===== src/rtl/rmcf_pkg.sv =====
`timescale 1ns / 1ps
package rmcf_pkg;

  localparam int MaxWidth  = 2048;
  localparam int MaxRadius = 2;
  localparam int RingLines = 2 * MaxRadius + 1;
  localparam int WinCoeffs = RingLines * RingLines;
  localparam int ColAw     = $clog2(MaxWidth);
  localparam int RamDepth  = RingLines * MaxWidth;
  localparam int RamAw     = $clog2(RamDepth);
  localparam int PixW      = 24;
  localparam int SumW      = 22;
  localparam int QuoW      = 20;
  localparam int CfgIdxW   = 4;
  localparam int CfgDataW  = 64;

  typedef enum logic [CfgIdxW-1:0] {
    RegMaskSize   = 4'd0,
    RegDivisor    = 4'd1,
    RegFrameWidth = 4'd2,
    RegFrameHeight= 4'd3,
    RegCoeffBank0 = 4'd4,
    RegCoeffBank1 = 4'd5,
    RegCoeffBank2 = 4'd6,
    RegCoeffBank3 = 4'd7
  } cfg_reg_e;

  typedef enum logic [2:0] {
    BkIdle,
    BkRead,
    BkLast,
    BkSetup,
    BkDiv,
    BkDone
  } bk_state_e;

  typedef struct packed {
    logic [2:0]                 mask_size;
    logic [11:0]                divisor;
    logic [11:0]                frame_width;
    logic [12:0]                frame_height;
    logic [WinCoeffs-1:0][7:0]  coeff;
  } cfg_t;

  // one output position handed from front to back
  typedef struct packed {
    logic        pass;
    logic [2:0]  ring;
    logic [11:0] col;
    logic        frame_end;
  } job_t;

  typedef struct packed {
    logic busy;
    logic out_full;
  } bk_status_t;

  function automatic logic [2:0] ring_inc(input logic [2:0] ring);
    ring_inc = (ring == 3'(RingLines - 1)) ? 3'd0 : ring + 3'd1;
  endfunction

  function automatic logic [2:0] ring_mod(input logic [3:0] v);
    logic [3:0] t;
    t = v;
    if (t >= 4'(2 * RingLines)) begin
      t = t - 4'(2 * RingLines);
    end else if (t >= 4'(RingLines)) begin
      t = t - 4'(RingLines);
    end
    ring_mod = t[2:0];
  endfunction

  function automatic logic [1:0] radius(input logic [2:0] mask_size);
    radius = (mask_size == 3'd5) ? 2'd2 : 2'd1;
  endfunction

endpackage


===== src/rtl/rmcf_queue.sv =====
`timescale 1ns / 1ps
module rmcf_queue (
  input  logic           clk_i,
  input  logic           rst_ni,
  input  logic           push_i,
  input  rmcf_pkg::job_t job_i,
  output logic           full_o,
  input  logic           pop_i,
  output logic           valid_o,
  output rmcf_pkg::job_t job_o
);
  rmcf_pkg::job_t slot_q [2];
  logic           wp_q, rp_q, wp_d, rp_d;
  logic [1:0]     cnt_q, cnt_d;

  assign full_o  = (cnt_q == 2'd2);
  assign valid_o = (cnt_q != 2'd0);
  assign job_o   = slot_q[rp_q];

  // pointer and fill count update
  always_comb begin
    wp_d  = wp_q;
    rp_d  = rp_q;
    cnt_d = cnt_q;
    if (push_i) begin
      wp_d = ~wp_q;
    end
    if (pop_i) begin
      rp_d = ~rp_q;
    end
    cnt_d = cnt_q + 2'(push_i) - 2'(pop_i);
  end

  always_ff @(posedge clk_i or negedge rst_ni) begin
    if (!rst_ni) begin
      wp_q  <= 1'b0;
      rp_q  <= 1'b0;
      cnt_q <= 2'd0;
    end else begin
      wp_q  <= wp_d;
      rp_q  <= rp_d;
      cnt_q <= cnt_d;
    end
  end

  always_ff @(posedge clk_i) begin
    if (push_i) begin
      slot_q[wp_q] <= job_i;
    end
  end
endmodule


===== config.mk =====
export PLATFORM = sky130hd
export DESIGN_NAME = rmcf_queue
export DESIGN_NICKNAME = d
export VERILOG_FILES = /design/src/rtl/rmcf_pkg.sv /design/src/rtl/rmcf_queue.sv
export SDC_FILE = /design/constraint.sdc
export NUM_CORES = 1
export LEC_CHECK = 0
export ABC_AREA = 0
export BUFFER_PORTS_ARGS = -buffer_cell sky130_fd_sc_hd__clkbuf_2
export CAP_MARGIN = 10
export CELL_PAD_IN_SITES_DETAIL_PLACEMENT = 0
export CELL_PAD_IN_SITES_GLOBAL_PLACEMENT = 1
export CORE_UTILIZATION = 43
export CTS_CLUSTER_SIZE = 12
export DETAILED_ROUTE_END_ITERATION = 16
export GPL_ROUTABILITY_DRIVEN = 0
export PLACE_DENSITY = 0.83
export RECOVER_POWER = 25
export REMOVE_ABC_BUFFERS = 1
export SLEW_MARGIN = 30
export SYNTH_ARGS = -nofsm -noshare
export SYNTH_HDL_FRONTEND = slang
export SYNTH_SLANG_ARGS = --single-unit

===== constraint.sdc =====
create_clock -name clk_i -period 1.8 [get_ports clk_i]
set_input_delay 0.09 -clock clk_i [delete_from_list [all_inputs] [get_ports clk_i]]
set_output_delay 0.09 -clock clk_i [all_outputs]
set_load 0.02 [all_outputs]

### Word level (Yosys, flattened, before mapping)

Memory sizes are Yosys's and may differ from the RTL's.
Index checks and enable logic that the tools add are counted.

| word-level totals | value |
|---|---|
| register bits after elaboration | 4 |
| bits in writable memories | 34 |
| bits of input ports | 21 |
| output and inout port bits | 19 |
| memories | 1 |

Memory list:

| memory | depth | width | rd ports | clocked after memory_dff | write ports | RTL line | source |
|---|---|---|---|---|---|---|---|
| slot_q | 2 | 17 | 1 | 0 | 1 | rmcf_queue.sv:12 | `rmcf_pkg::job_t slot_q [2];` |

| cells by class | value |
|---|---|
| add/sub/neg operators | 2 |
| equality and inequality tests | 1 |
| muxes and demuxes | 2 |
| bitwise gates (word level) | 2 |
| reductions and logical operators | 1 |

Operators with widths:

| kind | count |
|---|---|
| $add A2 B1 Y2 | 1 |
| $eq A2 B2 Y1 const B | 1 |
| $mux W1 | 2 |
| $not A1 Y1 | 2 |
| $reduce_bool A2 Y1 | 1 |
| $sub A2 B1 Y2 | 1 |

### Longest topological paths before layout

| logic depth | value |
|---|---|
| depth after elaboration | 2 |
| depth in mapped cells | 5 |

### Least setup slack after synthesis

OpenSTA, ideal clock, no wires.

| timing | value |
|---|---|
| path kind | flip-flop to flip-flop |
| from | register wp_q |
| to | memory slot_q[0][0] in the netlist's numbering (enable) |
| arrival time | 1183 ps |
| path slack | 225 ps |
| stages on the path, launching flop included | 2 |
| buffers on the path | 0 |
| cell sequence | dfrtp_1 > nor2b_1 |

RTL lines:

| what | RTL line | source |
|---|---|---|
| start: declaration | rmcf_queue.sv:13 | `logic wp_q, rp_q, wp_d, rp_d;` |
| start signal: assignment | rmcf_queue.sv:40 | `wp_q <= wp_d;` |
| end: declaration | rmcf_queue.sv:12 |  |

No word-level cell before the write port.

==> flow_metrics.tcl <==
set metrics [dict create \
    grt_pass1_wl_mm 3.56 \
    worstReg2RegEnd "cnt_q[1]" \
    vias 813 \
    vdd_drop_max_mv 0.857 \
    status "finished, final reports clean" \
    worstMarginPinSlew_ps 248 \
    clk_pin_slew_worst_paths_ps 100 \
    diodes 0 \
    routed_wl_mm 2.30 \
    finish.utilization_pct 62.3 \
    cts-root-buf "clkbuf_4" \
    clock.fmax_mhz 599 \
    min_path_type "input port to asynchronous set/reset pin" \
    ys_ff_latch 38 \
    dieArea_um2 3670 \
    placedCellCount 152 \
    period_minus_slack_ps 1670 \
    clock-sinks 38 \
    yosys_warnings 0 \
    finClkSkew_ps 4.90 \
    io_buffers 39 \
    core-area_um2 3150 \
    drive_gt1_share_pct 46.3 \
    overflow 0 \
    finalWorstSetupSlack_ps 131 \
    reg2reg_slack_ps 600 \
    seq_area_frac_synth_pct 75.9 \
    pre_cts_slack_ps 484 \
    fin_nets 158 \
    worstPathRequired_ps 1710 \
    firstDrtPassIters 3 \
    start_util_pct 46.8 \
    ys_types 13 \
    route.detailed.drc 0 \
    cts.htree.levels 2 \
    rr_worst_depth 5 \
    r2r_start "cnt_q[0]" \
    fillers 259 \
    clockBufferDepth 2 \
    cp_data_arrival_time_ps 1580 \
    power.leakage_nw 0.811 \
    grt_max_degree 18 \
    critPathLaunch "rp_q" \
    layout-area-overhead-vs-synth_pct 33.1 \
    holdWs_ps 126 \
    syn_area_um2 1480 \
    synth.avg_cell_area_um2 21.7 \
    num_rows 20 \
    dpl-instance-area_um2 1720 \
    report.final.slew_viol_count 0 \
    wl_per_cell_um 12.8 \
    endpoint_kind "primary output" \
    pwr_density_cell_nw_per_um2 1380 \
    power_mw 2.71 \
    dpl.hpwl_mm 1.44 \
    antenna_found_initial 0 \
    cp-start-kind "flop" \
    slew_headroom_pct 83.5 \
    critPathMaxFanout 15 \
    clkLatencyLatePin_ps 330 \
    worstSetupPathType "flop to primary output" \
    ant_nets 0 \
    grt_pass1_vias 856 \
    rsz0062_at_grt "false" \
    final_cells 180 \
    fin_tns_setup_ps 0 \
    cts_setup_buffers 0 \
    grt_use_total_pct 14.1 \
    cts_tree "built" \
    fin_crit_sh_pct 92.7 \
    finalSetupViolCount 0 \
    die_h_um 60.6 \
    die_width_um 60.6 \
    finalHoldViolations 0 \
    cts_buffers 5 \
    ios 40 \
    maxCapViolCount 0 \
    drt_iter0_markers 17 \
    final_area_um2 1960 \
    viasPerCell 4.52 \
    synthCells 68 \
]
flip-flops by register name, summed over array words and instances, names as in the netlist:
name and count:
cnt_q 2, rp_q 1, slot_q 34, wp_q 1
worst max path at each step:
stage | end | slack (ps) | cells past startpoint
after floorplan | slot_q[0][0] | 220 | 1
after global placement | job_o[4] | 510 | 3
after detailed placement | job_o[4] | 480 | 3
after CTS | job_o[16] | 110 | 3
after global routing | job_o[2] | 30 | 3
final | job_o[2] | 130 | 3
cell usage after synthesis, drive strengths merged:
master / count / area [µm²]
mux2: 17 / 225
and2: 1 / 6.26
buf: 2 / 31.3
inv: 2 / 7.51
xor2: 2 / 17.5
xor3: 1 / 23.8
edfxtp: 34 / 1020
ha: 2 / 25.0
or2: 1 / 6.26
nor2b: 2 / 12.5
dfrtp: 4 / 100
logic make-up (layout without fill, tap and decap cells):
group	count (synthesis)	count (layout)	synth area share [%]
adder cells (fa/ha/maj)	2	2	1.69
AND/OR/NAND/NOR	4	4	1.70
buffers and inverters	4	72	2.63
flip-flops	38	38	75.9
multiplexers	17	17	15.3
XOR/XNOR	3	3	2.80
placed cells by master (no fill, tap or decap):
cell type	instances
dlygate4sd3_1	20
and2_1	1
clkbuf_2	35
or2_2	1
clkinv_2	2
clkbuf_1	5
clkbuf_4	5
nor2b_1	2
xor3_1	1
xor2_1	2
ha_1	2
edfxtp_1	34
inv_1	2
dfrtp_1	4
mux2_2	8
mux2_4	9
buf_4	3
metal layers:
metal | track usage (%) | vias up | routed length [µm]
li1 | - | 389 | -
met1 | 13.3 | 394 | 930
met2 | 27.3 | 27 | 1230
met3 | 5.76 | 3 | 118
met4 | 4.87 | 0 | 23
met5 | 0 | - | 0
worst max-delay path, stage by stage, from the launching register on:
cell      delay (ps)
dfrtp_1          420
buf_4            290
mux2_2           370
clkbuf_2         160
timing repair:
action	CTS	global route
hold buffers	20	0
gates resized for setup	0	0
hold endpoints to repair	40	0
where the power goes:
| part | total [mW] | internal [mW] | switching, mW |
|---|---|---|---|
| Sequential | 1.26 | 1.18 | 0.0747 |
| Combinational | 1.05 | 0.492 | 0.557 |
| Clock | 0.401 | 0.149 | 0.252 |
| Total | 2.71 | 1.82 | 0.884 |
area by class of cell:
cell class | count | area (µm²) | share of cell area [%]
flip-flops and latches | 38 | 1120 | 57.1
repair buffers | 62 | 413 | 21.0
multi-input cells | 26 | 317 | 16.1
well taps | 44 | 55.1 | 2.80
clock buffers | 6 | 41.3 | 2.10
clock inverters | 2 | 10.0 | 0.510
inverters | 2 | 7.51 | 0.382
(Power assumes the default switching activity.)
