### src/rtl/rmcf_pkg.sv
`timescale 1ns / 1ps
package rmcf_pkg;

  localparam int MaxWidth  = 2048;
  localparam int MaxRadius = 2;
  localparam int RingLines = 2 * MaxRadius + 1;
  localparam int WinCoeffs = RingLines * RingLines;
  localparam int ColAw     = $clog2(MaxWidth);
  localparam int RamDepth  = RingLines * MaxWidth;
  localparam int RamAw     = $clog2(RamDepth);
  localparam int PixW      = 24;
  localparam int SumW      = 22;
  localparam int QuoW      = 20;
  localparam int CfgIdxW   = 4;
  localparam int CfgDataW  = 64;

  typedef enum logic [CfgIdxW-1:0] {
    RegMaskSize   = 4'd0,
    RegDivisor    = 4'd1,
    RegFrameWidth = 4'd2,
    RegFrameHeight= 4'd3,
    RegCoeffBank0 = 4'd4,
    RegCoeffBank1 = 4'd5,
    RegCoeffBank2 = 4'd6,
    RegCoeffBank3 = 4'd7
  } cfg_reg_e;

  typedef enum logic [2:0] {
    BkIdle,
    BkRead,
    BkLast,
    BkSetup,
    BkDiv,
    BkDone
  } bk_state_e;

  typedef struct packed {
    logic [2:0]                 mask_size;
    logic [11:0]                divisor;
    logic [11:0]                frame_width;
    logic [12:0]                frame_height;
    logic [WinCoeffs-1:0][7:0]  coeff;
  } cfg_t;

  // one output position handed from front to back
  typedef struct packed {
    logic        pass;
    logic [2:0]  ring;
    logic [11:0] col;
    logic        frame_end;
  } job_t;

  typedef struct packed {
    logic busy;
    logic out_full;
  } bk_status_t;

  function automatic logic [2:0] ring_inc(input logic [2:0] ring);
    ring_inc = (ring == 3'(RingLines - 1)) ? 3'd0 : ring + 3'd1;
  endfunction

  function automatic logic [2:0] ring_mod(input logic [3:0] v);
    logic [3:0] t;
    t = v;
    if (t >= 4'(2 * RingLines)) begin
      t = t - 4'(2 * RingLines);
    end else if (t >= 4'(RingLines)) begin
      t = t - 4'(RingLines);
    end
    ring_mod = t[2:0];
  endfunction

  function automatic logic [1:0] radius(input logic [2:0] mask_size);
    radius = (mask_size == 3'd5) ? 2'd2 : 2'd1;
  endfunction

endpackage

### src/rtl/rmcf_if.sv
`timescale 1ns / 1ps
interface pix_in_if;
  logic       valid;
  logic       ready;
  logic       req_type;
  logic [7:0] in_red;
  logic [7:0] in_green;
  logic [7:0] in_blue;
  modport source (output valid, req_type, in_red, in_green, in_blue, input ready);
  modport sink (input valid, req_type, in_red, in_green, in_blue, output ready);
endinterface


### src/rtl/rmcf_front.sv
`timescale 1ns / 1ps
module rmcf_front (
  input  logic                         clk_i,
  input  logic                         rst_ni,
  input  rmcf_pkg::cfg_t               cfg_i,
  pix_in_if.sink                       in_i,
  input  logic                         q_full_i,
  input  logic                         bk_busy_i,
  output logic                         push_o,
  output rmcf_pkg::job_t               job_o,
  output logic                         wr_en_o,
  output logic [rmcf_pkg::RamAw-1:0]   wr_addr_o,
  output logic [rmcf_pkg::PixW-1:0]    wr_data_o
);
  logic [1:0]  rad;
  logic [11:0] wid;
  logic [12:0] hgt;
  logic [11:0] rad12;
  logic [12:0] rad13;

  // input raster position, one row beyond the frame plus the drain
  logic [11:0] col_q, col_d, col0, col1;
  logic [13:0] row_q, row_d, row0;
  logic [2:0]  ring_q, ring_d, ring0;
  // output raster position
  logic [11:0] oc_q, oc_d, oc0;
  logic [12:0] orow_q, orow_d, orow0;
  logic [2:0]  oring_q, oring_d, oring0;

  logic        xfer, flush, at_zero, in_frame, emit, over, fend;

  // effective geometry
  always_comb begin
    rad   = rmcf_pkg::radius(cfg_i.mask_size);
    rad12 = {10'd0, rad};
    rad13 = {11'd0, rad};
    if (cfg_i.frame_width < 12'd8) begin
      wid = 12'd8;
    end else if (cfg_i.frame_width > 12'(rmcf_pkg::MaxWidth)) begin
      wid = 12'(rmcf_pkg::MaxWidth);
    end else begin
      wid = cfg_i.frame_width;
    end
    hgt = (cfg_i.frame_height < 13'd8) ? 13'd8 : cfg_i.frame_height;
  end

  // a new frame starts only once the back end has finished reading the old one
  assign in_i.ready = !q_full_i && !(at_zero && bk_busy_i);
  assign xfer       = in_i.valid && in_i.ready;
  assign flush      = in_i.req_type;

  // classify the item
  always_comb begin
    col0  = (col_q >= wid) ? 12'd0 : col_q;
    row0  = (col_q >= wid) ? row_q + 14'd1 : row_q;
    ring0 = (col_q >= wid) ? rmcf_pkg::ring_inc(ring_q) : ring_q;
    oc0    = (oc_q >= wid) ? 12'd0 : oc_q;
    orow0  = (oc_q >= wid) ? orow_q + 13'd1 : orow_q;
    oring0 = (oc_q >= wid) ? rmcf_pkg::ring_inc(oring_q) : oring_q;
    col1   = col0 + 12'd1;

    at_zero  = (row0 == 14'd0) && (col0 == 12'd0);
    in_frame = (row0 < {1'b0, hgt});
    emit     = (row0 > {12'd0, rad}) || ((row0 == {12'd0, rad}) && (col0 >= rad12));
    over     = (row0 > ({1'b0, hgt} + {12'd0, rad})) ||
               ((row0 == ({1'b0, hgt} + {12'd0, rad})) && (col0 >= rad12));
    fend     = (orow0 == hgt - 13'd1) && (oc0 == wid - 12'd1);

    job_o.pass      = (oc0 < rad12) || (oc0 >= wid - rad12) ||
                      (orow0 < rad13) || (orow0 >= hgt - rad13);
    job_o.ring      = oring0;
    job_o.col       = oc0;
    job_o.frame_end = fend;
  end

  // counter advance and line store write
  always_comb begin
    col_d   = col_q;
    row_d   = row_q;
    ring_d  = ring_q;
    oc_d    = oc_q;
    orow_d  = orow_q;
    oring_d = oring_q;
    push_o  = 1'b0;
    wr_en_o = 1'b0;
    if (xfer && !(at_zero && flush)) begin
      if (over) begin
        col_d   = '0;
        row_d   = '0;
        ring_d  = '0;
        oc_d    = '0;
        orow_d  = '0;
        oring_d = '0;
      end else begin
        wr_en_o = in_frame;
        if (col1 >= wid) begin
          col_d  = 12'd0;
          row_d  = row0 + 14'd1;
          ring_d = rmcf_pkg::ring_inc(ring0);
        end else begin
          col_d  = col1;
          row_d  = row0;
          ring_d = ring0;
        end
        if (emit) begin
          push_o = 1'b1;
          if (oc0 + 12'd1 >= wid) begin
            oc_d    = 12'd0;
            orow_d  = orow0 + 13'd1;
            oring_d = rmcf_pkg::ring_inc(oring0);
          end else begin
            oc_d    = oc0 + 12'd1;
            orow_d  = orow0;
            oring_d = oring0;
          end
          if (fend) begin
            col_d   = '0;
            row_d   = '0;
            ring_d  = '0;
            oc_d    = '0;
            orow_d  = '0;
            oring_d = '0;
          end
        end
      end
    end
  end

  assign wr_addr_o = {ring0, col0[rmcf_pkg::ColAw-1:0]};
  assign wr_data_o = {in_i.in_red, in_i.in_green, in_i.in_blue};

  always_ff @(posedge clk_i or negedge rst_ni) begin
    if (!rst_ni) begin
      col_q   <= '0;
      row_q   <= '0;
      ring_q  <= '0;
      oc_q    <= '0;
      orow_q  <= '0;
      oring_q <= '0;
    end else begin
      col_q   <= col_d;
      row_q   <= row_d;
      ring_q  <= ring_d;
      oc_q    <= oc_d;
      orow_q  <= orow_d;
      oring_q <= oring_d;
    end
  end
endmodule

### src/flat_wrapper.sv
// flat-port wrapper written by rule: the top's interface ports become plain ports
module rmcf_front_flat 
  (clk_i, rst_ni, cfg_i, q_full_i, bk_busy_i, push_o, job_o, wr_en_o, wr_addr_o, wr_data_o, in_i_valid, in_i_req_type, in_i_in_red, in_i_in_green, in_i_in_blue, in_i_ready);
  pix_in_if in_i_i ();
  input  logic clk_i;
  input  logic rst_ni;
  input  rmcf_pkg::cfg_t cfg_i;
  input  logic q_full_i;
  input  logic bk_busy_i;
  output logic push_o;
  output rmcf_pkg::job_t job_o;
  output logic wr_en_o;
  output logic [rmcf_pkg::RamAw-1:0] wr_addr_o;
  output logic [rmcf_pkg::PixW-1:0] wr_data_o;
  input wire logic [$bits(in_i_i.valid)-1:0] in_i_valid;
  input wire logic [$bits(in_i_i.req_type)-1:0] in_i_req_type;
  input wire logic [$bits(in_i_i.in_red)-1:0] in_i_in_red;
  input wire logic [$bits(in_i_i.in_green)-1:0] in_i_in_green;
  input wire logic [$bits(in_i_i.in_blue)-1:0] in_i_in_blue;
  output wire logic [$bits(in_i_i.ready)-1:0] in_i_ready;
  assign in_i_i.valid = in_i_valid;
  assign in_i_i.req_type = in_i_req_type;
  assign in_i_i.in_red = in_i_in_red;
  assign in_i_i.in_green = in_i_in_green;
  assign in_i_i.in_blue = in_i_in_blue;
  assign in_i_ready = in_i_i.ready;
  rmcf_front u_core (.clk_i(clk_i), .rst_ni(rst_ni), .cfg_i(cfg_i), .in_i(in_i_i), .q_full_i(q_full_i), .bk_busy_i(bk_busy_i), .push_o(push_o), .job_o(job_o), .wr_en_o(wr_en_o), .wr_addr_o(wr_addr_o), .wr_data_o(wr_data_o));
endmodule
### config.mk
export PLATFORM = sky130hd
export DESIGN_NAME = rmcf_front_flat
export DESIGN_NICKNAME = d
export VERILOG_FILES = /design/src/rtl/rmcf_pkg.sv /design/src/rtl/rmcf_if.sv /design/src/rtl/rmcf_front.sv /design/src/flat_wrapper.sv
export SDC_FILE = /design/constraint.sdc
export NUM_CORES = 1
export LEC_CHECK = 0
export BUFFER_PORTS_ARGS = -buffer_cell sky130_fd_sc_hd__buf_2
export CORE_MARGIN = 2
export CORE_UTILIZATION = 40
export DETAILED_ROUTE_END_ITERATION = 6
export PLACE_DENSITY = 0.75
export SYNTH_ARGS = -nofsm -noshare
export SYNTH_HDL_FRONTEND = slang
export SYNTH_SLANG_ARGS = --single-unit
### constraint.sdc
create_clock -name clk_i -period 5.6 [get_ports clk_i]
set_input_delay 0.56 -clock clk_i [delete_from_list [all_inputs] [get_ports clk_i]]
set_output_delay 0.56 -clock clk_i [all_outputs]
set_load 0.005 [all_outputs]
Word-level counts from Yosys, hierarchy flattened. Cells that the tools add are included.

Flip-flop bits (word level): 57. Output and inout port bits: 58. Logic and storage cells: 109. Input bits: 270.

Muxes and demuxes: 43. Magnitude comparators: 15. Reduce and logical (&&, ||, !) cells: 21. Equality and inequality tests: 9. $add $sub $neg: 15.

Operators by type and width (count): 2-to-1 mux 12 bit (12); 2-to-1 mux 13 bit (6); 2-to-1 mux 14 bit (5); greater-or-equal comparator 12 bit (5); 2-to-1 mux 3 bit (14); adder 14 x 1 -> 14 bit (second input constant) (2); adder 13 x 1 -> 13 bit (second input constant) (2); adder 12 x 1 -> 12 bit (second input constant) (2); == test 3 bit (second input constant) (5); adder 13 x 2 -> 14 bit (1); == test 14 bit (1); == test 14 x 2 -> 1 bit (1); greater-than comparator 14 bit (1); greater-than comparator 14 x 2 -> 1 bit (1); logical NOT 14 bit (1); < comparator 14 x 13 -> 1 bit (1); == test 13 bit (1); greater-or-equal comparator 13 bit (1); < comparator 13 x 2 -> 1 bit (1); < comparator 13 x 4 -> 1 bit (second input constant) (1); subtractor 13 x 1 -> 13 bit (second input constant) (1); subtractor 13 x 2 -> 13 bit (1); adder 3 x 1 -> 3 bit (second input constant) (4); == test 12 bit (1); other kinds (14) (32).

Depth between registers and ports, before layout.
Word-level depth: 13. Gate-level depth with buffers: 27. Mapped depth without buffers: 26.

Least setup slack after synthesis. No wires, ideal clock.

Path type: input to register. Start point: input cfg_i[224] (netlist name). End point: register u_core.orow_q[10]. Data required time: 5.531 ns. Buffers on the path: 3. Cell stages on the path: 24. Setup time: 0.069 ns. Arrival time: 6.376 ns. Slack: -0.845 ns. Cells stage by stage: clkbuf_1 > inv_1 > buf_1 > o21ai_0 > ha_1 > o21a_1 > o21bai_1 > o21ai_2 > a21oi_1 > clkbuf_1 > and2_1 > ha_1 > nand3_1 > nor4_1 > nand3_1 > xnor2_1 > ha_1 > a2111o_1 > o31ai_1 > a311oi_1 > nand2_1 > o21bai_1 > or4b_2 > nand3_1.

RTL lines: start: declaration (line flat_wrapper.sv:7) `input rmcf_pkg::cfg_t cfg_i;`; end signal: assignment (line rmcf_front.sv:145) `orow_q <= orow_d;`; end: declaration (line rmcf_front.sv:27) `logic [12:0] orow_q, orow_d, orow0;`.

Worst setup path after layout.
Start point: input cfg_i[223] (netlist name). End point: output push_o.

Cells in the longest elaborated chain, start to end: 13. Elaborated cells on any way between the ends: 29. Those cells by class: 6 x order compare; 2 x eq/ne; 7 x mux; 14 x reduce/logical.

RTL lines: greater-than comparator 12 bit (line rmcf_front.sv:39) `end else if (cfg_i.frame_width > 12'(rmcf_pkg::MaxWidth)) begin`; 2-to-1 mux 12 bit (line rmcf_front.sv:39); 2-to-1 mux 12 bit (*) (line rmcf_front.sv:37) `if (cfg_i.frame_width < 12'd8) begin`; greater-or-equal comparator 12 bit (*) (line rmcf_front.sv:54, rmcf_front.sv:55); parallel branches: the longest is 8 deep, another holds greater-or-equal comparator 12 x 2 -> 1 bit; 2-to-1 mux 1 bit (*) (line rmcf_front.sv:86) `if (xfer && !(at_zero && flush)) begin`; end: declaration (line flat_wrapper.sv:10) `output logic push_o;`.

Every way passes the cells marked *.

==> reports/metrics.cfg <==
[finish]
area_growth_pct=23.2
layout.nets=1791
drive_gt1_share_pct=24.0
diodes=0

[timing]
timing.slew.headroom_pct=40.5
timing.final.setup_violations=0
setup-tns-final_ps=0
tightest_slew_ps=885
worst_clock_skew_ps=6.74
finalHoldViolations=0
postLayoutSetupSlackWorst_ps=133
finalWorstPathRequiredPeriod_ps=5470
setup_repair_after_global_routing_missed_its_margin=true
layout_worst_path_cycle_share_pct=97.6
holdWs_ps=373
max_slew_violation_count=0
achievable-frequency_mhz=183

[clock_tree]
cts_made_buffers=9
ctsHoldBuffers=0
cts_tree=done
clock_sinks=57
cts.reportedPaths.clkPinSlew_ps=50
clock_insertion_delay_worst_skew_ps=350
clk_root_buffer_cell=sky130_fd_sc_hd__clkbuf_16
cts-root-to-sink-buffers=2
h-tree-depth=3

[detailed_routing]
wl_per_cell_um=18.6
drt_first_pass_iters=7
drt_iter0_markers=1012
post-route-drc-count=0
vias=10300
totalWireLength_mm=31.8
antenna_left=0
vias_per_cell=6.02

[placed_design]
dpl_worst_slack_ps=-251
gpl.final_weighted_congestion=0.954
io_buffers=67
detailedPlacementHpwl_mm=25.0

[setup_path]
required_ps=5040
critPathKind=primary input to output port
rr_worst_depth=24
critical_path_peak_fanout=6
regToRegSetupSlack_ps=580
crit_path_end_kind=output port
r2r_start=u_core.col_q[10]$_DFFE_PN0P_
worst_setup_path_start_kind=primary input
crit-reg2reg-capture=u_core.orow_q[6]$_DFFE_PN0P_
worst-endpoint-arrival_ps=4910

[yosys]
yosys-mux-area-fraction_pct=0.870
synth_fp_nets=1639
post_synthesis_compound_gate_area_fraction_pct=23.4
largest_family_of_logic_cells_by_synthesized_area=simple AND/OR/NAND/NOR gates
yosys_warnings=0
mapped_avg_cell_area_sq_um=7.79
post_synthesis_instance_area_sq_um=9630
ys_seq_area_share_pct=14.8
async_flop_share_pct=100
synth-xor-area-share_pct=10.9
synth_cell_types=89
synth_enable_flop_cells=0
synthesis.instances=1237
yosys.area_share.adder_pct=17.4
synth.ff_latch_count=57
ys.flop_type=sky130_fd_sc_hd__dfrtp_1
synthSimpleGateAreaFrac_pct=25.3

[pwr]
ir_worst_vdd_mv=0.240
power.density_cell_area_nw_per_um2=289
totalPowerFinal_mw=3.43
leakagePower_nw=5.46

[die]
coreArea_sq_um=23500
die_w_um=159
floorplan.die_area_sq_um=25300
floorplan.rows=56
num_io_pins=328
floorplan.initialDensity_pct=40.9
die_h_um=159

[global_routing]
grt_first_pass_wirelength_mm=50.0
antenna_found_initial=0
globalRoute.totalOverflow=0
grt_use_total_pct=24.0
vias_in_the_first_global_route=9747
grt_max_degree=58

[flow_run]
max_cap_violations=0

[worst_hold_path]
worst_min_delay_path_class=primary input to asynchronous set/reset pin

[outcome]
status=finished clean

cell type report:
type                    count  area [sq um]
well taps                 319           399
inverters                  65           248
clock buffers              12           256
fillers                  2256         11700
multi-input cells        1030          7850
repair buffers            226          1640
clock inverters             3          40.0
flip-flops and latches     57          1430
layout by cell type (no fill, tap or decap), types with 17 or more instances in the layout:
master                    count
sky130_fd_sc_hd__buf_4      150
sky130_fd_sc_hd__ha_1       126
sky130_fd_sc_hd__nand2_1    114
sky130_fd_sc_hd__nor2_1      81
sky130_fd_sc_hd__buf_2       66
sky130_fd_sc_hd__xnor2_1     62
sky130_fd_sc_hd__inv_1       61
sky130_fd_sc_hd__nand3_1     59
sky130_fd_sc_hd__a21oi_1     57
sky130_fd_sc_hd__dfrtp_1     57
sky130_fd_sc_hd__o21ai_0     37
sky130_fd_sc_hd__xor2_1      33
sky130_fd_sc_hd__nor3_1      29
sky130_fd_sc_hd__nand4_1     23
sky130_fd_sc_hd__and3_1      23
sky130_fd_sc_hd__nor4_1      21
sky130_fd_sc_hd__and2_1      18
sky130_fd_sc_hd__a21o_1      17
how the worst max path moves through the flow:
| stage | slack (ps) | start | endpoint | cells after the start |
|---|---|---|---|---|
| 4_1_cts | 3 | cfg_i[222] | push_o | 25 |
| 5_1_grt | -60 | cfg_i[223] | push_o | 25 |
| 2_1_floorplan | 10 | cfg_i[224] | push_o | 24 |
| 6_report | 130 | cfg_i[223] | push_o | 25 |
| 3_5_place_dp | -250 | cfg_i[222] | u_core.orow_q[10]$_DFFE_PN0P_ | 24 |
| 3_3_place_gp | -280 | cfg_i[222] | u_core.orow_q[10]$_DFFE_PN0P_ | 24 |
worst max-delay path, stage by stage:
cell	delay, ps
sky130_fd_sc_hd__buf_2	120
sky130_fd_sc_hd__nor3_4	250
sky130_fd_sc_hd__buf_6	130
sky130_fd_sc_hd__and3b_2	220
sky130_fd_sc_hd__o21ai_4	100
sky130_fd_sc_hd__ha_4	270
sky130_fd_sc_hd__o21ai_2	40
sky130_fd_sc_hd__nand2b_1	170
sky130_fd_sc_hd__buf_4	140
sky130_fd_sc_hd__a31o_2	160
sky130_fd_sc_hd__nor2_1	60
sky130_fd_sc_hd__buf_4	180
sky130_fd_sc_hd__nor4_2	320
sky130_fd_sc_hd__xor2_1	350
sky130_fd_sc_hd__ha_1	340
sky130_fd_sc_hd__o211ai_1	140
sky130_fd_sc_hd__a21oi_2	60
sky130_fd_sc_hd__a2111oi_2	350
sky130_fd_sc_hd__buf_4	170
sky130_fd_sc_hd__a22o_1	150
sky130_fd_sc_hd__o211a_1	190
sky130_fd_sc_hd__nand2b_1	130
sky130_fd_sc_hd__buf_12	170
sky130_fd_sc_hd__inv_2	40
sky130_fd_sc_hd__buf_2	90
report_power, final:
group / switching, mW / internal (mW) / leakage (nW)
logic: 1.22 / 0.997 / 4.54
registers: 0.159 / 0.496 / 0.769
clock network: 0.196 / 0.364 / 0.148
total: 1.57 / 1.86 / 5.46
cells in the mapped netlist, drive strengths merged (10+ instances only):
cell type | number | area share (%)
and3 | 24 | 1.6
and2 | 19 | 1.2
o21ai | 64 | 3.9
o211ai | 10 | 0.78
nand2 | 118 | 4.6
a21oi | 63 | 3.3
xor2 | 37 | 3.5
nand4 | 23 | 1.5
inv | 64 | 2.5
nor4 | 28 | 1.9
xnor2 | 69 | 6.4
a32o | 13 | 1.4
ha | 129 | 17
nand3 | 59 | 3.1
dfrtp | 57 | 15
a21o | 17 | 1.3
o21a | 16 | 1.2
nor3 | 32 | 1.7
or3 | 10 | 0.65
nand2b | 12 | 0.78
clkbuf | 41 | 1.6
a211oi | 17 | 1.4
nor2 | 84 | 3.3
nor2b | 12 | 0.78
buf | 44 | 3.2
state kept, by name (all words and copies together), names as in the netlist:
register,count
u_core.ring_q,3
u_core.col_q,12
u_core.oc_q,12
u_core.oring_q,3
u_core.row_q,14
u_core.orow_q,13
metrics by stage:
stage / cell area (sq um) / instances / utilization (%)
2_1_floorplan: 9690 / 1237 / -
3_3_place_gp: 11100 / 1682 / 47.3
3_5_place_dp: 11100 / 1682 / 47.3
4_1_cts: 11500 / 1697 / 48.7
5_1_grt: 11900 / 1712 / 50.4
6_report: 11900 / 1712 / 50.4
logic make-up (layout without fill, tap and decap cells):
kind of cell,Yosys count,count (layout)
buffers and inverters,150,306
adders and majority gates,132,132
and+or+nand+nor,471,471
AOI/OAI and AO/OA,309,309
DFF,57,57
xor gates and xnor gates,110,110
muxes,8,8
per-layer routing:
| layer | vias up | wire, um | global-route usage, % |
|---|---|---|---|
| li1 | 4862 | - | - |
| met1 | 4892 | 13900 | 31.9 |
| met2 | 484 | 14700 | 38.9 |
| met3 | 68 | 2280 | 3.88 |
| met4 | 0 | 932 | 9.26 |
| met5 | - | 0 | 0 |
what timing repair did:
item	in CTS	in global routing
cloned	0	1
buffers inserted	0	14
endpoints found under the setup margin	2	16
pin swaps	0	21
endpoints found under the hold margin	0	0
gates resized for setup	6	53
Power figures use the tool's default switching activity.
