## config.mk

```make
export PLATFORM = sky130hd
export DESIGN_NAME = rmcf_back_flat
export DESIGN_NICKNAME = d
export VERILOG_FILES = /design/src/rtl/rmcf_pkg.sv /design/src/rtl/rmcf_if.sv /design/src/rtl/rmcf_back.sv /design/src/flat_wrapper.sv
export SDC_FILE = /design/constraint.sdc
export NUM_CORES = 1
export LEC_CHECK = 0
export BUFFER_PORTS_ARGS = -buffer_cell sky130_fd_sc_hd__buf_4
export CAP_MARGIN = 25
export CORE_UTILIZATION = 54
export CTS_CLUSTER_DIAMETER = 200
export DETAILED_ROUTE_END_ITERATION = 10
export GPL_TIMING_DRIVEN = 0
export PLACE_DENSITY = 0.8
export SLEW_MARGIN = 5
export SYNTH_ARGS = -nofsm -noshare
export SYNTH_HDL_FRONTEND = slang
export SYNTH_SLANG_ARGS = --single-unit
```

## constraint.sdc

```tcl
create_clock -name clk_i -period 8.6 [get_ports clk_i]
set_input_delay 0 -clock clk_i [delete_from_list [all_inputs] [get_ports clk_i]]
set_output_delay 0 -clock clk_i [all_outputs]
set_load 0.02 [all_outputs]
```

## src/rtl/rmcf_pkg.sv

```systemverilog
`timescale 1ns / 1ps
package rmcf_pkg;

  localparam int MaxWidth  = 2048;
  localparam int MaxRadius = 2;
  localparam int RingLines = 2 * MaxRadius + 1;
  localparam int WinCoeffs = RingLines * RingLines;
  localparam int ColAw     = $clog2(MaxWidth);
  localparam int RamDepth  = RingLines * MaxWidth;
  localparam int RamAw     = $clog2(RamDepth);
  localparam int PixW      = 24;
  localparam int SumW      = 22;
  localparam int QuoW      = 20;
  localparam int CfgIdxW   = 4;
  localparam int CfgDataW  = 64;

  typedef enum logic [CfgIdxW-1:0] {
    RegMaskSize   = 4'd0,
    RegDivisor    = 4'd1,
    RegFrameWidth = 4'd2,
    RegFrameHeight= 4'd3,
    RegCoeffBank0 = 4'd4,
    RegCoeffBank1 = 4'd5,
    RegCoeffBank2 = 4'd6,
    RegCoeffBank3 = 4'd7
  } cfg_reg_e;

  typedef enum logic [2:0] {
    BkIdle,
    BkRead,
    BkLast,
    BkSetup,
    BkDiv,
    BkDone
  } bk_state_e;

  typedef struct packed {
    logic [2:0]                 mask_size;
    logic [11:0]                divisor;
    logic [11:0]                frame_width;
    logic [12:0]                frame_height;
    logic [WinCoeffs-1:0][7:0]  coeff;
  } cfg_t;

  // one output position handed from front to back
  typedef struct packed {
    logic        pass;
    logic [2:0]  ring;
    logic [11:0] col;
    logic        frame_end;
  } job_t;

  typedef struct packed {
    logic busy;
    logic out_full;
  } bk_status_t;

  function automatic logic [2:0] ring_inc(input logic [2:0] ring);
    ring_inc = (ring == 3'(RingLines - 1)) ? 3'd0 : ring + 3'd1;
  endfunction

  function automatic logic [2:0] ring_mod(input logic [3:0] v);
    logic [3:0] t;
    t = v;
    if (t >= 4'(2 * RingLines)) begin
      t = t - 4'(2 * RingLines);
    end else if (t >= 4'(RingLines)) begin
      t = t - 4'(RingLines);
    end
    ring_mod = t[2:0];
  endfunction

  function automatic logic [1:0] radius(input logic [2:0] mask_size);
    radius = (mask_size == 3'd5) ? 2'd2 : 2'd1;
  endfunction

endpackage

```

## src/rtl/rmcf_if.sv

```systemverilog


interface pix_out_if;
  logic       valid;
  logic       ready;
  logic [7:0] out_red;
  logic [7:0] out_green;
  logic [7:0] out_blue;
  logic       frame_end;
  modport source (output valid, out_red, out_green, out_blue, frame_end, input ready);
  modport sink (input valid, out_red, out_green, out_blue, frame_end, output ready);
endinterface


```

## src/rtl/rmcf_back.sv

```systemverilog
`timescale 1ns / 1ps
module rmcf_back (
  input  logic                         clk_i,
  input  logic                         rst_ni,
  input  rmcf_pkg::cfg_t               cfg_i,
  input  logic                         job_valid_i,
  input  rmcf_pkg::job_t               job_i,
  output logic                         pop_o,
  output logic                         rd_en_o,
  output logic [rmcf_pkg::RamAw-1:0]   rd_addr_o,
  input  logic [rmcf_pkg::PixW-1:0]    rd_data_i,
  output rmcf_pkg::bk_status_t         status_o,
  pix_out_if.source                    out_o
);
  rmcf_pkg::bk_state_e state_q, state_d;
  rmcf_pkg::job_t      job_q;

  logic [1:0]  rad;
  logic [2:0]  side;
  logic [2:0]  l_q, k_q;
  logic [4:0]  cidx_q, aidx_q;
  logic        acc_en_q;
  logic        last_issue;
  logic [2:0]  rd_ring;
  logic [11:0] rd_col;
  logic [11:0] dvs;
  logic [4:0]  step_q;
  logic        can_out;

  logic signed [rmcf_pkg::SumW-1:0] acc_q [3];
  logic [rmcf_pkg::QuoW-1:0]        num_q [3];
  logic [11:0]                      rem_q [3];
  logic                             neg_q [3];
  logic [7:0]                       res_q [3];
  logic [7:0]                       lane_px [3];
  logic [12:0]                      trial [3];

  logic       ov_q;
  logic [7:0] or_q, og_q, ob_q;
  logic       ofe_q;

  assign rad     = rmcf_pkg::radius(cfg_i.mask_size);
  assign side    = (rad == 2'd2) ? 3'd5 : 3'd3;
  assign dvs     = (cfg_i.divisor == 12'd0) ? 12'd1 : cfg_i.divisor;
  assign can_out = !ov_q || out_o.ready;
  assign last_issue = (l_q == side - 3'd1) && (k_q == side - 3'd1);

  assign lane_px[0] = rd_data_i[23:16];
  assign lane_px[1] = rd_data_i[15:8];
  assign lane_px[2] = rd_data_i[7:0];

  // next state
  always_comb begin
    state_d = state_q;
    case (state_q)
      rmcf_pkg::BkIdle:  if (job_valid_i) state_d = rmcf_pkg::BkRead;
      rmcf_pkg::BkRead:  if (job_q.pass || last_issue) state_d = rmcf_pkg::BkLast;
      rmcf_pkg::BkLast:  state_d = job_q.pass ? rmcf_pkg::BkDone : rmcf_pkg::BkSetup;
      rmcf_pkg::BkSetup: state_d = rmcf_pkg::BkDiv;
      rmcf_pkg::BkDiv:   if (step_q == 5'(rmcf_pkg::QuoW - 1)) state_d = rmcf_pkg::BkDone;
      rmcf_pkg::BkDone:  if (can_out) state_d = rmcf_pkg::BkIdle;
      default:           state_d = rmcf_pkg::BkIdle;
    endcase
  end

  // window read address, the pass case reads the center pixel only
  always_comb begin
    if (job_q.pass) begin
      rd_ring = job_q.ring;
      rd_col  = job_q.col;
    end else begin
      rd_ring = rmcf_pkg::ring_mod({1'b0, job_q.ring} + 4'(rmcf_pkg::RingLines)
                                   - {2'd0, rad} + {1'b0, l_q});
      rd_col  = job_q.col - {10'd0, rad} + {9'd0, k_q};
    end
  end

  // outputs of the control
  always_comb begin
    pop_o     = (state_q == rmcf_pkg::BkIdle) && job_valid_i;
    rd_en_o   = (state_q == rmcf_pkg::BkRead);
    rd_addr_o = {rd_ring, rd_col[rmcf_pkg::ColAw-1:0]};
    status_o.busy     = (state_q != rmcf_pkg::BkIdle);
    status_o.out_full = ov_q;
  end

  // restoring divide step per channel
  always_comb begin
    for (int i = 0; i < 3; i++) begin
      trial[i] = {rem_q[i], num_q[i][rmcf_pkg::QuoW-1]};
    end
  end

  always_ff @(posedge clk_i or negedge rst_ni) begin
    if (!rst_ni) begin
      state_q  <= rmcf_pkg::BkIdle;
      acc_en_q <= 1'b0;
      ov_q     <= 1'b0;
    end else begin
      state_q  <= state_d;
      acc_en_q <= (state_q == rmcf_pkg::BkRead) && !job_q.pass;
      if (state_q == rmcf_pkg::BkDone && can_out) begin
        ov_q <= 1'b1;
      end else if (out_o.ready) begin
        ov_q <= 1'b0;
      end
    end
  end

  // datapath
  always_ff @(posedge clk_i) begin
    aidx_q <= cidx_q;
    case (state_q)
      rmcf_pkg::BkIdle: begin
        job_q  <= job_i;
        l_q    <= '0;
        k_q    <= '0;
        cidx_q <= '0;
        for (int i = 0; i < 3; i++) begin
          acc_q[i] <= '0;
        end
      end
      rmcf_pkg::BkRead: begin
        cidx_q <= cidx_q + 5'd1;
        if (k_q == side - 3'd1) begin
          k_q <= '0;
          l_q <= l_q + 3'd1;
        end else begin
          k_q <= k_q + 3'd1;
        end
      end
      rmcf_pkg::BkLast: begin
        if (job_q.pass) begin
          for (int i = 0; i < 3; i++) begin
            res_q[i] <= lane_px[i];
          end
        end
      end
      rmcf_pkg::BkSetup: begin
        step_q <= '0;
        for (int i = 0; i < 3; i++) begin
          neg_q[i] <= acc_q[i][rmcf_pkg::SumW-1];
          num_q[i] <= acc_q[i][rmcf_pkg::QuoW-1:0];
          rem_q[i] <= '0;
        end
      end
      rmcf_pkg::BkDiv: begin
        step_q <= step_q + 5'd1;
        for (int i = 0; i < 3; i++) begin
          if (trial[i] >= {1'b0, dvs}) begin
            rem_q[i] <= 12'(trial[i] - {1'b0, dvs});
            num_q[i] <= {num_q[i][rmcf_pkg::QuoW-2:0], 1'b1};
          end else begin
            rem_q[i] <= trial[i][11:0];
            num_q[i] <= {num_q[i][rmcf_pkg::QuoW-2:0], 1'b0};
          end
        end
      end
      rmcf_pkg::BkDone: begin
        if (can_out) begin
          ofe_q <= job_q.frame_end;
          if (job_q.pass) begin
            or_q <= res_q[0];
            og_q <= res_q[1];
            ob_q <= res_q[2];
          end else begin
            or_q <= neg_q[0] ? 8'd0 : (num_q[0] > 20'd255) ? 8'd255 : num_q[0][7:0];
            og_q <= neg_q[1] ? 8'd0 : (num_q[1] > 20'd255) ? 8'd255 : num_q[1][7:0];
            ob_q <= neg_q[2] ? 8'd0 : (num_q[2] > 20'd255) ? 8'd255 : num_q[2][7:0];
          end
        end
      end
      default: begin
      end
    endcase
    // multiply-accumulate on the registered read data
    if (acc_en_q) begin
      for (int i = 0; i < 3; i++) begin
        acc_q[i] <= acc_q[i] + rmcf_pkg::SumW'($signed({1'b0, lane_px[i]}) *
                                              $signed(cfg_i.coeff[aidx_q]));
      end
    end
  end

  assign out_o.valid     = ov_q;
  assign out_o.out_red   = or_q;
  assign out_o.out_green = og_q;
  assign out_o.out_blue  = ob_q;
  assign out_o.frame_end = ofe_q;
endmodule

```

## src/flat_wrapper.sv

```systemverilog
// flat-port wrapper written by rule: the top's interface ports become plain ports
module rmcf_back_flat 
  (clk_i, rst_ni, cfg_i, job_valid_i, job_i, pop_o, rd_en_o, rd_addr_o, rd_data_i, status_o, out_o_valid, out_o_out_red, out_o_out_green, out_o_out_blue, out_o_frame_end, out_o_ready);
  pix_out_if out_o_i ();
  input  logic clk_i;
  input  logic rst_ni;
  input  rmcf_pkg::cfg_t cfg_i;
  input  logic job_valid_i;
  input  rmcf_pkg::job_t job_i;
  output logic pop_o;
  output logic rd_en_o;
  output logic [rmcf_pkg::RamAw-1:0] rd_addr_o;
  input  logic [rmcf_pkg::PixW-1:0] rd_data_i;
  output rmcf_pkg::bk_status_t status_o;
  output wire logic [$bits(out_o_i.valid)-1:0] out_o_valid;
  output wire logic [$bits(out_o_i.out_red)-1:0] out_o_out_red;
  output wire logic [$bits(out_o_i.out_green)-1:0] out_o_out_green;
  output wire logic [$bits(out_o_i.out_blue)-1:0] out_o_out_blue;
  output wire logic [$bits(out_o_i.frame_end)-1:0] out_o_frame_end;
  input wire logic [$bits(out_o_i.ready)-1:0] out_o_ready;
  assign out_o_valid = out_o_i.valid;
  assign out_o_out_red = out_o_i.out_red;
  assign out_o_out_green = out_o_i.out_green;
  assign out_o_out_blue = out_o_i.out_blue;
  assign out_o_frame_end = out_o_i.frame_end;
  assign out_o_i.ready = out_o_ready;
  rmcf_back u_core (.clk_i(clk_i), .rst_ni(rst_ni), .cfg_i(cfg_i), .job_valid_i(job_valid_i), .job_i(job_i), .pop_o(pop_o), .rd_en_o(rd_en_o), .rd_addr_o(rd_addr_o), .rd_data_i(rd_data_i), .status_o(status_o), .out_o(out_o_i));
endmodule
```

# After elaboration in Yosys (flattened, before gate mapping)

Memory sizes are Yosys's and may differ from the RTL's.
Cells that the tools add are included.
W data, S select, Z words.

Flip-flop bits (word level): 67
Memories: 5
Bits of input ports: 285
Bits in writable memories: 189

Memory list:

| memory       | words | bits a word | rd ports | clocked after memory_dff | wr ports | line            | source |
|---|---|---|---|---|---|---|---|
| u_core.acc_q | 3     | 22          | 3        | 0                        | 3        | rmcf_back.sv:30 | `logic signed [rmcf_pkg::SumW-1:0] acc_q [3];` |
| u_core.num_q | 3     | 20          | 3        | 0                        | 3        | rmcf_back.sv:31 | `logic [rmcf_pkg::QuoW-1:0] num_q [3];` |
| u_core.rem_q | 3     | 12          | 3        | 0                        | 3        | rmcf_back.sv:32 | `logic [11:0] rem_q [3];` |
| u_core.res_q | 3     | 8           | 3        | 0                        | 3        | rmcf_back.sv:34 | `logic [7:0] res_q [3];` |
| u_core.neg_q | 3     | 1           | 3        | 0                        | 3        | rmcf_back.sv:33 | `logic neg_q [3];` |

Reductions and logical operators: 17
Equality and inequality tests: 15
Add/sub/neg operators: 18
Order comparisons: 9
Bitwise logic cells: 15
Mux-type cells: 74
Multiply operators: 3

Operators by type and width:

| cell                  | count |
|---|---|
| $mux W20              | 6 |
| $mux W12              | 7 |
| $mux W8               | 10 |
| $add A22 B22 Y22      | 3 |
| $mux W22              | 3 |
| $gt A20 B8 Y1 const B | 3 |
| $mul A9 B8 Y17        | 3 |
| $bmux W8 S5           | 1 |
| $ge A13 B12 Y1        | 3 |
| $sub A12 B12 Y12      | 3 |
| $mux W3               | 11 |
| $mux W1               | 29 |
| $pmux W5 S2           | 2 |
| $pmux W3 S6           | 1 |
| $or A1 B1 Y1          | 15 |
| $logic_not A12 Y1     | 1 |
| $pmux W3 S2           | 2 |
| $add A11 B3 Y11       | 1 |
| $mux W11              | 1 |
| $sub A11 B2 Y11       | 1 |
| $add A5 B1 Y5 const B | 2 |
| $eq A3 B3 Y1 const B  | 3 |
| $ne A2 B1 Y1 const B  | 4 |
| $add A3 B1 Y3 const B | 2 |
| 24 further kinds      | 34 |

# Depth between registers and ports, before layout

Gate-level depths: netlist of the first run.

Depth in word-level cells: 10
Depth in mapped cells: 35
Depth with buffers taken out: 32

# Worst setup path after synthesis of the first run

OpenSTA, ideal clock, no wires.

Kind: register to register
Start: reg u_core.aidx_q[0]
End: mem u_core.acc_q[0][43] (netlist bit) (data pin)
Path buffers: 4
Arrival time: 8.025 ns
Stages on the path, launching flop included: 33
Slack: 0.320 ns
Required time: 8.345 ns
Path through: dfxtp_1 -> buf_2 -> buf_6 -> buf_4 -> mux4_2 -> a211oi_1 -> a211oi_1 -> a21oi_2 -> buf_2 -> nor2_1 -> fa_1 -> fa_1 -> fa_1 -> inv_1 -> fa_1 -> inv_1 -> ha_1 -> nand2_1 -> o21ai_2 -> o41a_1 -> o41a_1 -> a21o_1 -> a21o_1 -> xnor2_1 -> ha_1 -> and2_1 -> and3_1 -> a221oi_1 -> o211ai_1 -> and4b_1 -> a211oi_1 -> xor3_1 -> and2_1

RTL lines:

| what                   | line             | source |
|---|---|---|
| start, declared        | rmcf_back.sv:21  | `logic [4:0] cidx_q, aidx_q;` |
| start signal, assigned | rmcf_back.sv:112 | `aidx_q <= cidx_q;` |
| end, declared          | rmcf_back.sv:30  |  |

==> flow_summary.toml, run 1 <==
[status]
status = "complete, no violations"

[clock_tree]
cts_tree = "built"
numClockSinks = 256
h-tree-depth = 1
clkLatencyLatePin_ns = 0.58
cts_root_buf = "clkbuf_16"
path_clk_slew_ns = 0.07
cts_made_buffers = 29
clockBufferDepth = 3

[floorplan]
core_sq_mm = 0.0436
start_util_pct = 55.3
dieArea_sq_mm = 0.0454
die-width_um = 213
ioPinCount = 329
num_rows = 76
die_h_um = 213

[yosys]
synth_area_leaders = "edfxtp_1 31%, ha_1 13%, fa_1 10%"
synth_area_leader_cell = "edfxtp_1"
synth_flop_cell = "edfxtp_1"
ys_seq_elements = 256
syn-cell-area_sq_mm = 0.0241
async_flop_share_pct = 1.95
synth_edf_count = 245
synth_nets = 3094
synth_cells = 2434
yosysUniqueCellTypes = 78
yosys_warnings = 0
avgSynthCellArea_sq_um = 9.89
yosysSeqAreaShare_pct = 31.6
yosysTopAreaCellShare_pct = 30.6

[global_routing]
grt_first_pass_wirelength_um = 108000
grt_usage_pct = 31.0
grt_pass1_vias = 20700
overflow = 0
grt_start_max_net_pins = 57
antenna_found_initial = 6

[timing]
rsz0062_at_grt = "true"
worst_pin_slew_ns = 0.865
timing.final.crit_share_pct = 97.1
setup_viol = 0
maxSlewHeadroom_pct = 42.2
setup_ws_ns = 0.247
timing.fmax_mhz = 120
min_period_ns = 8.35
finalClockSkew_ns = 0.0292
hold_violations = 0
final-max-slew-violation-count = 0

[routing]
wl_per_cell_um = 20.4
ant_nets = 0
viasPerCell = 5.81
vias = 20300
first_pass_iters = 6
wl_um = 71100
drt-met1-wl_um = 26600
dr_wl_met3_um = 4590
dr_wl_met2_um = 36100
highest_layer = "met4"
drc_errors = 0
drtIter0Drc = 1555

[setup_path]
reg2reg_from = "u_core.aidx_q[0]$_DFF_P_"
crit_top_cell = "inv_1"
cp_slowest_cell = "fa_1"
startpoint = "u_core.aidx_q[0]$_DFF_P_"
arrival_ns = 8.69
worst-path-buf-inv = 9
rrSetupSlack_ns = 0.25
cp-endpoint = "u_core.acc_q[0][43]$_SDFFCE_PN0P_"
critPathCaptureType = "register"
slowest_delay_ns = 0.51
critPathTopFamily = "compound AO/OA/AOI/OAI gates"
r2r_end = "u_core.acc_q[0][43]$_SDFFCE_PN0P_"
reg2regPathDepth = 36
cp.depth = 36
required_ns = 8.94
start_kind = "register"
path_class = "reg -> reg"
crit_fanout = 7

[placement]
pre_cts_ws_ns = -1.38
gp_congestion = 0.966
dpl.hpwl_um = 54600
port-buffer-count = 302

[job]
drv_cap = 0

[final_layout]
final_cell_mix = "356 x buf_4, 263 x inv_1, 245 x ha_1, 245 x edfxtp_1, 216 x nand2_1"
drive_gt1_share_pct = 20.4
nNetsFinal = 3537
layout_commonest_cell = "buf_4"
syn2layout_area_growth_pct = 23.4

[min_path]
hold_path.class = "in -> reg"
-- Yosys cell counts (39+ instances only) --
cell type and n:
inv_1 268, ha_1 253, edfxtp_1 245, nand2_1 218, nor2_1 189, nor2b_1 155, fa_1 122, a21oi_1 114
o21ai_0 83, xnor2_1 69, a21o_1 55, nand2b_1 55, mux4_2 49, clkbuf_1 47, xor2_1 46, a211oi_1 39
-- what timing repair did --
item | CTS | global route
hold buffers | 44 | 0
endpoints found under the setup margin | 16 | 9
setup buffers | 25 | 30
endpoints found under the hold margin | 49 | 0
pin swaps | 9 | 49
gates resized for setup | 53 | 103
gates cloned | 0 | 4
-- metal layers --
metal	vias up	global-route usage, %
met5	-	0
met2	887	55.0
li1	9439	-
met4	0	16.5
met3	187	4.02
met1	9748	36.3
-- kinds of logic after synthesis --
logic type / share of synthesized area, %
buf+inv: 5.79
mux: 6.18
compound gates: 12.6
fa+ha+maj: 23.3
simple gates: 16.2
flops: 31.6
xor+xnor: 4.38
-- area by class of cell --
cell class	count	area [sq um]
clock buffers	36	752
repair buffers	412	3380
inverters	269	1010
multi-input cells	1825	15500
well taps	585	732
clock inverters	17	153
fillers	3314	13800
plain buffers	84	598
diodes	6	15.0
flip-flops and latches	256	7600
-- flip-flops by register name, indices dropped and copies added (netlist names), 8 cells and up --
name / flops
u_core.acc_q: 66
u_core.job_q: 16
u_core.num_q: 60
u_core.out_o.out_blue: 8
u_core.out_o.out_green: 8
u_core.out_o.out_red: 8
u_core.rem_q: 36
u_core.res_q: 24
-- stage by stage --
| step | cells | cell area, sq um | hold WS, ns | TNS (ns) | utilization [%] |
|---|---|---|---|---|---|
| floorplan | 2434 | 24100 | -0.296 | 0 | - |
| global placement | 3321 | 27100 | -0.186 | -7.41 | 62.2 |
| detailed placement | 3327 | 27200 | -0.182 | -8.85 | 62.5 |
| CTS | 3449 | 28900 | 0.103 | 0 | 66.4 |
| global route | 3490 | 29700 | 0.127 | -0.0710 | 68.2 |
| finish | 3490 | 29700 | 0.132 | 0 | 68.2 |
-- tightest hold or removal path, stage by stage --
cell	delay, ns
buf_4	0.08
a31o_2	0.18
ha_1	0.18
a211oi_1	0.07
-- how the worst min path moves through the flow --
stage                                          end  cells past startpoint        from
global placement    u_core.out_o.valid$_DFFE_PN0P_                      1      rst_ni
detailed placement  u_core.out_o.valid$_DFFE_PN0P_                      1      rst_ni
CTS                   u_core.rem_q[2][0]$_DFFE_PP_                      4  cfg_i[225]
global route             u_core.job_q[5]$_DFFE_PP_                      2    job_i[5]
floorplan                u_core.acc_en_q$_DFF_PN0_                      0      rst_ni
finish                u_core.rem_q[2][0]$_DFFE_PP_                      4  cfg_i[225]
Power of run 1 is not shown: default switching activity piles up to over one toggle a cycle in this logic, so the estimate is an artifact.
==> run 2: changes to the inputs <==
--- a/config.mk
+++ b/config.mk
@@ -11,7 +11,7 @@
 export CTS_CLUSTER_DIAMETER = 200
 export DETAILED_ROUTE_END_ITERATION = 10
 export GPL_TIMING_DRIVEN = 0
-export PLACE_DENSITY = 0.8
+export PLACE_DENSITY = 0.84
 export SLEW_MARGIN = 5
 export SYNTH_ARGS = -nofsm -noshare
 export SYNTH_HDL_FRONTEND = slang
==> run 2 against run 1 <==
  * Die area is the same
  * Setup slack lost 0.18 ns
  * Critical path type unchanged
  * Global-route usage grew 0.89 points
  * Sequential share of layout area grew 0.19 points
==> flow_summary.toml, run 2 (synthesis gave the netlist of run 1 again) <==
[final_layout]
seq_area_sq_mm = 0.00760
postLayoutCellArea_sq_mm = 0.0295
nNetsFinal = 3526
syn2layout_area_growth_pct = 22.4
largest_register_ffs = 66
drive_gt1_share_pct = 19.6
final_cell_mix = "351 x buf_4, 267 x inv_1, 245 x edfxtp_1"
largestRegisters = "u_core.acc_q (66), u_core.num_q (60), u_core.rem_q (36)"
multiInputGateArea_sq_mm = 0.0155
layout_commonest_cell = "buf_4"
top_register = "u_core.acc_q"
fillerInstances = 3186

[global_routing]
use_met1_pct = 36.4
grt.busiest_layer = "met2"
grt_pass1_vias = 21100
antenna_found_initial = 11
grt_usage_pct = 31.8
grtUsageMet3_pct = 3.99
overflow = 0
grt_start_max_net_pins = 64
grt_first_pass_wirelength_um = 111000
grt_util_met2_pct = 54.9

[clock_tree]
cts_tree = "built"
cts_root_buf = "clkbuf_16"
path_clk_slew_ns = 0.06
h-tree-depth = 1
clkLatencyLatePin_ns = 0.58
clockBufferDepth = 3
cts_made_buffers = 29
numClockSinks = 256

[setup_path]
path_class = "reg -> reg"
crit_top_cell = "fa_1"
rrSetupSlack_ns = 0.07
start_kind = "register"
reg2reg_from = "u_core.aidx_q[0]$_DFF_P_"
cp_slowest_cell = "mux4_2"
critPathCaptureType = "register"
required_ns = 8.94
slowest_delay_ns = 0.57
reg2regPathDepth = 31
crit_fanout = 8
r2r_end = "u_core.acc_q[0][43]$_SDFFCE_PN0P_"
arrival_ns = 8.87

[floorplan]
die_h_um = 213
ioPinCount = 329
die-width_um = 213
dieArea_sq_mm = 0.0454
num_rows = 76
core_sq_mm = 0.0436
start_util_pct = 55.3

[routing]
wl_um = 73600
ant_nets = 0
drtIter0Drc = 1870
drc_errors = 0
viasPerCell = 5.94
wl_per_cell_um = 21.1
vias = 20700
first_pass_iters = 8

[timing]
worst_pin_slew_ns = 0.904
final-max-slew-violation-count = 0
min_period_ns = 8.53
setup_viol = 0
timing.fmax_mhz = 117
maxSlewHeadroom_pct = 39.7
whs_ns = 0.120
hold_violations = 0
finalClockSkew_ns = 0.0224
timing.final.crit_share_pct = 99.2
setup_ws_ns = 0.0701

[placement]
gp_congestion = 0.978
port-buffer-count = 302
pre_cts_ws_ns = -1.49
dpl.hpwl_um = 56400
dpl_cell_area_sq_mm = 0.0272

[min_path]
hold_path.class = "in -> reg"
whs_path_depth = 4
worstHoldStart = "cfg_i[225]"
hold_end = "u_core.rem_q[2][0]$_DFFE_PP_"

[job]
drv_cap = 0

[status]
status = "complete, no violations"
-- run 2: how the worst max path moves through the flow --
| stage | startpoint | endpoint | slack (ns) | cells after the start |
|---|---|---|---|---|
| 2_1_floorplan | u_core.aidx_q[0]$_DFF_P_ | u_core.acc_q[0][43]$_SDFFCE_PN0P_ | 0.32 | 32 |
| 3_5_place_dp | u_core.aidx_q[1]$_DFF_P_ | u_core.acc_q[0][43]$_SDFFCE_PN0P_ | -1.49 | 31 |
| 3_3_place_gp | u_core.aidx_q[1]$_DFF_P_ | u_core.acc_q[0][43]$_SDFFCE_PN0P_ | -1.32 | 31 |
| 5_1_grt | u_core.aidx_q[0]$_DFF_P_ | u_core.acc_q[0][65]$_SDFFCE_PN0P_ | -0.10 | 32 |
| 6_report | u_core.aidx_q[0]$_DFF_P_ | u_core.acc_q[0][43]$_SDFFCE_PN0P_ | 0.07 | 31 |
| 4_1_cts | u_core.aidx_q[0]$_DFF_P_ | u_core.acc_q[0][65]$_SDFFCE_PN0P_ | 0.01 | 31 |
-- run 2: layer usage --
layer | part of all wire (%) | routed length [um]
met4 | 7.7 | 5640
met3 | 7.6 | 5560
met5 | 0 | 0
met2 | 49 | 36200
met1 | 36 | 26300
-- run 2: cell type report --
cell class                 instances  share of cell area (%)
timing repair buffer             402                    11.1
tap                              585                    2.48
buffer                            83                    1.76
antenna                           11                  0.0934
sequential                       256                    25.8
clock buffer                      33                    2.51
multi-input combinational       1825                    52.5
clock inverter                    17                   0.399
inverter                         269                    3.43
-- run 2: repair_timing --
action / 4_1_cts / 5_1_grt
cloned: 0 / 4
pin swaps: 9 / 15
hold endpoints to repair: 49 / 0
endpoints found under the setup margin: 17 / 8
buffers inserted: 25 / 21
hold buffers: 44 / 0
gates resized for setup: 54 / 59
-- run 2: through the flow --
step	TNS (ns)	std cells	utilization, %
final	0	3481	67.7
after global routing	-0.329	3481	67.7
after CTS	0	3444	66.3
after detailed placement	-10.43	3326	62.5
after global placement	-7.31	3321	62.2
after floorplan	0	2434	-
-- run 2: worst max-delay path, delay by kind of cell, from the launching register on --
family | cells | cell delay, ns
AO/OA/AOI/OAI | 9 | 2.18
XOR/XNOR | 2 | 0.45
adder cells (fa/ha/maj) | 6 | 2.72
buffers and inverters | 8 | 0.94
flip-flops | 1 | 0.33
multiplexers | 3 | 1.37
AND/OR/NAND/NOR | 3 | 0.31
Power of run 2 is left out for the same reason.
==> run 3: changes to the inputs <==
--- a/config.mk
+++ b/config.mk
@@ -5,13 +5,16 @@
 export SDC_FILE = /design/constraint.sdc
 export NUM_CORES = 1
 export LEC_CHECK = 0
+export ABC_CLOCK_PERIOD_IN_PS = 8600
 export BUFFER_PORTS_ARGS = -buffer_cell sky130_fd_sc_hd__buf_4
 export CAP_MARGIN = 25
+export CORE_ASPECT_RATIO = 1.4
 export CORE_UTILIZATION = 54
 export CTS_CLUSTER_DIAMETER = 200
 export DETAILED_ROUTE_END_ITERATION = 10
 export GPL_TIMING_DRIVEN = 0
 export PLACE_DENSITY = 0.84
+export REMOVE_ABC_BUFFERS = 1
 export SLEW_MARGIN = 5
 export SYNTH_ARGS = -nofsm -noshare
 export SYNTH_HDL_FRONTEND = slang
==> run 3 against run 2 <==
  * Global-route usage down 0.76 points
  * Core utilization down 0.065 points
  * Clock skew down 0.011 ns
  * Routed wire length about the same
  * Maximum frequency up 0.59%
  * Die area about the same
  * Cell area up 1.1%
  * Non-clock buffer count down 35
  * Sequential cell count unchanged
  * Setup slack better by 0.050 ns
  * Clock-buffer cell count up 4
  * Critical endpoint unchanged
==> flow_summary.toml, run 3 (synthesis gave the netlist of run 1 again) <==
[setup_path]
start_kind = "register"
crit_fanout = 6
slowest_delay_ns = 0.52
path_class = "reg -> reg"
required_ns = 8.89
crit_top_cell = "fa_1"
arrival_ns = 8.77
r2r_end = "u_core.acc_q[0][43]$_SDFFCE_PN0P_"
rrSetupSlack_ns = 0.12
cp-endpoint = "u_core.acc_q[0][43]$_SDFFCE_PN0P_"
cp_slowest_cell = "mux4_2"
critPathCaptureType = "register"
startpoint = "u_core.aidx_q[0]$_DFF_P_"
reg2regPathDepth = 32
reg2reg_from = "u_core.aidx_q[0]$_DFF_P_"

[floorplan]
dieArea_sq_mm = 0.0454
start_util_pct = 54.6
die-width_um = 180
die_h_um = 252
num_rows = 91
ioPinCount = 329
core_sq_mm = 0.0441

[global_routing]
grt_pass1_vias = 21400
grt_start_max_net_pins = 81
grt_first_pass_wirelength_um = 110000
antenna_found_initial = 3
overflow = 0
grt_usage_pct = 31.1

[placement]
port-buffer-count = 302
dpl.hpwl_um = 50500
dpl_cell_area_sq_mm = 0.0271
gp_congestion = 0.970

[min_path]
hold_path.class = "in -> reg"
worstHoldStart = "job_valid_i"

[timing]
finalClockSkew_ns = 0.0110
hold_violations = 0
maxSlewHeadroom_pct = 32.4
final-max-slew-violation-count = 0
worst_pin_slew_ns = 1.01
setup_viol = 0
rsz0062_at_grt = "true"
min_period_ns = 8.48
timing.final.crit_share_pct = 98.6
tns_ns = 0
timing.fmax_mhz = 118

[final_layout]
fillerInstances = 3109
postLayoutCellArea_sq_mm = 0.0298
layout_commonest_cell = "buf_4"
syn2layout_area_growth_pct = 23.8
nNetsFinal = 3494
largestRegisters = "u_core.acc_q (66), u_core.num_q (60), u_core.rem_q (36)"
largest_register_ffs = 66
top_register = "u_core.acc_q"
final_cell_mix = "371 x buf_4, 259 x inv_1, 245 x edfxtp_1"
drive_gt1_share_pct = 21.4

[routing]
wl_um = 73600
first_pass_iters = 7
drtIter0Drc = 1300
drc_errors = 0
viasPerCell = 6.02
wl_per_cell_um = 21.6
vias = 20500
ant_nets = 0

[clock_tree]
cts_made_buffers = 26
numClockSinks = 256
cts_tree = "built"
clockBufferDepth = 3
h-tree-depth = 1
clkLatencyLatePin_ns = 0.54
cts_root_buf = "clkbuf_16"
path_clk_slew_ns = 0.06

[status]
status = "complete, no violations"

[job]
drv_cap = 0
==> run 3: area by class of cell <==
class / count / area, sq um / share of cell area [%]
Sequential cell: 256 / 7610 / 25.6
Inverter: 269 / 1010 / 3.39
Multi-Input combinational cell: 1831 / 15800 / 52.9
Antenna cell: 2 / 5.00 / 0.0168
Tap cell: 558 / 698 / 2.34
Clock buffer: 37 / 723 / 2.43
Timing Repair Buffer: 450 / 3920 / 13.1
Clock inverter: 10 / 80.1 / 0.269
==> run 3: metal layers <==
metal  routed length (um)  vias up  GRT usage [%]
met4                 5640        0           21.2
met5                    0        -              0
met2                39400      917           59.9
li1                     -     9353              -
met1                24200    10100           30.9
met3                 4450      215           3.83
==> run 3: worst min path at each step <==
stage	to	slack (ns)	depth (start not counted)
final	u_core.state_q[1]$_DFFE_PN0P_	0.03	7
after global routing	u_core.state_q[1]$_DFFE_PN0P_	0.05	7
after CTS	u_core.state_q[1]$_DFFE_PN0P_	0.005	7
after detailed placement	u_core.out_o.valid$_DFFE_PN0P_	-0.19	1
after global placement	u_core.out_o.valid$_DFFE_PN0P_	-0.19	1
after floorplan	u_core.acc_en_q$_DFF_PN0_	-0.30	0
==> run 3: critical path: cells and delay by family (launching register included) <==
kind	cells	cell delay [ns]
flops	1	0.47
buf+inv	7	0.70
xor+xnor	2	0.54
simple gates	6	0.86
mux	3	1.36
fa+ha+maj	6	2.41
compound gates	8	1.89
==> run 3: repair_timing <==
item,in CTS,in global routing
pin swaps,9,48
hold buffers,43,0
endpoints found under the hold margin,48,0
buffers inserted,28,53
resized for setup,41,71
setup endpoints to repair,15,7
gates cloned,8,4
==> run 3: metrics by stage <==
stage,cells,worst slack (ns),hold WS [ns],utilization (%)
after global placement,3210,-4.21,-0.188,60.5
after detailed placement,3227,-1.44,-0.194,61.5
after floorplan,2350,-1.78,-0.296,-
after CTS,3353,-0.0387,0.00538,65.6
final,3413,0.120,0.0254,67.6
after global routing,3413,-0.0803,0.0519,67.6
Power of run 3 is left out for the same reason.
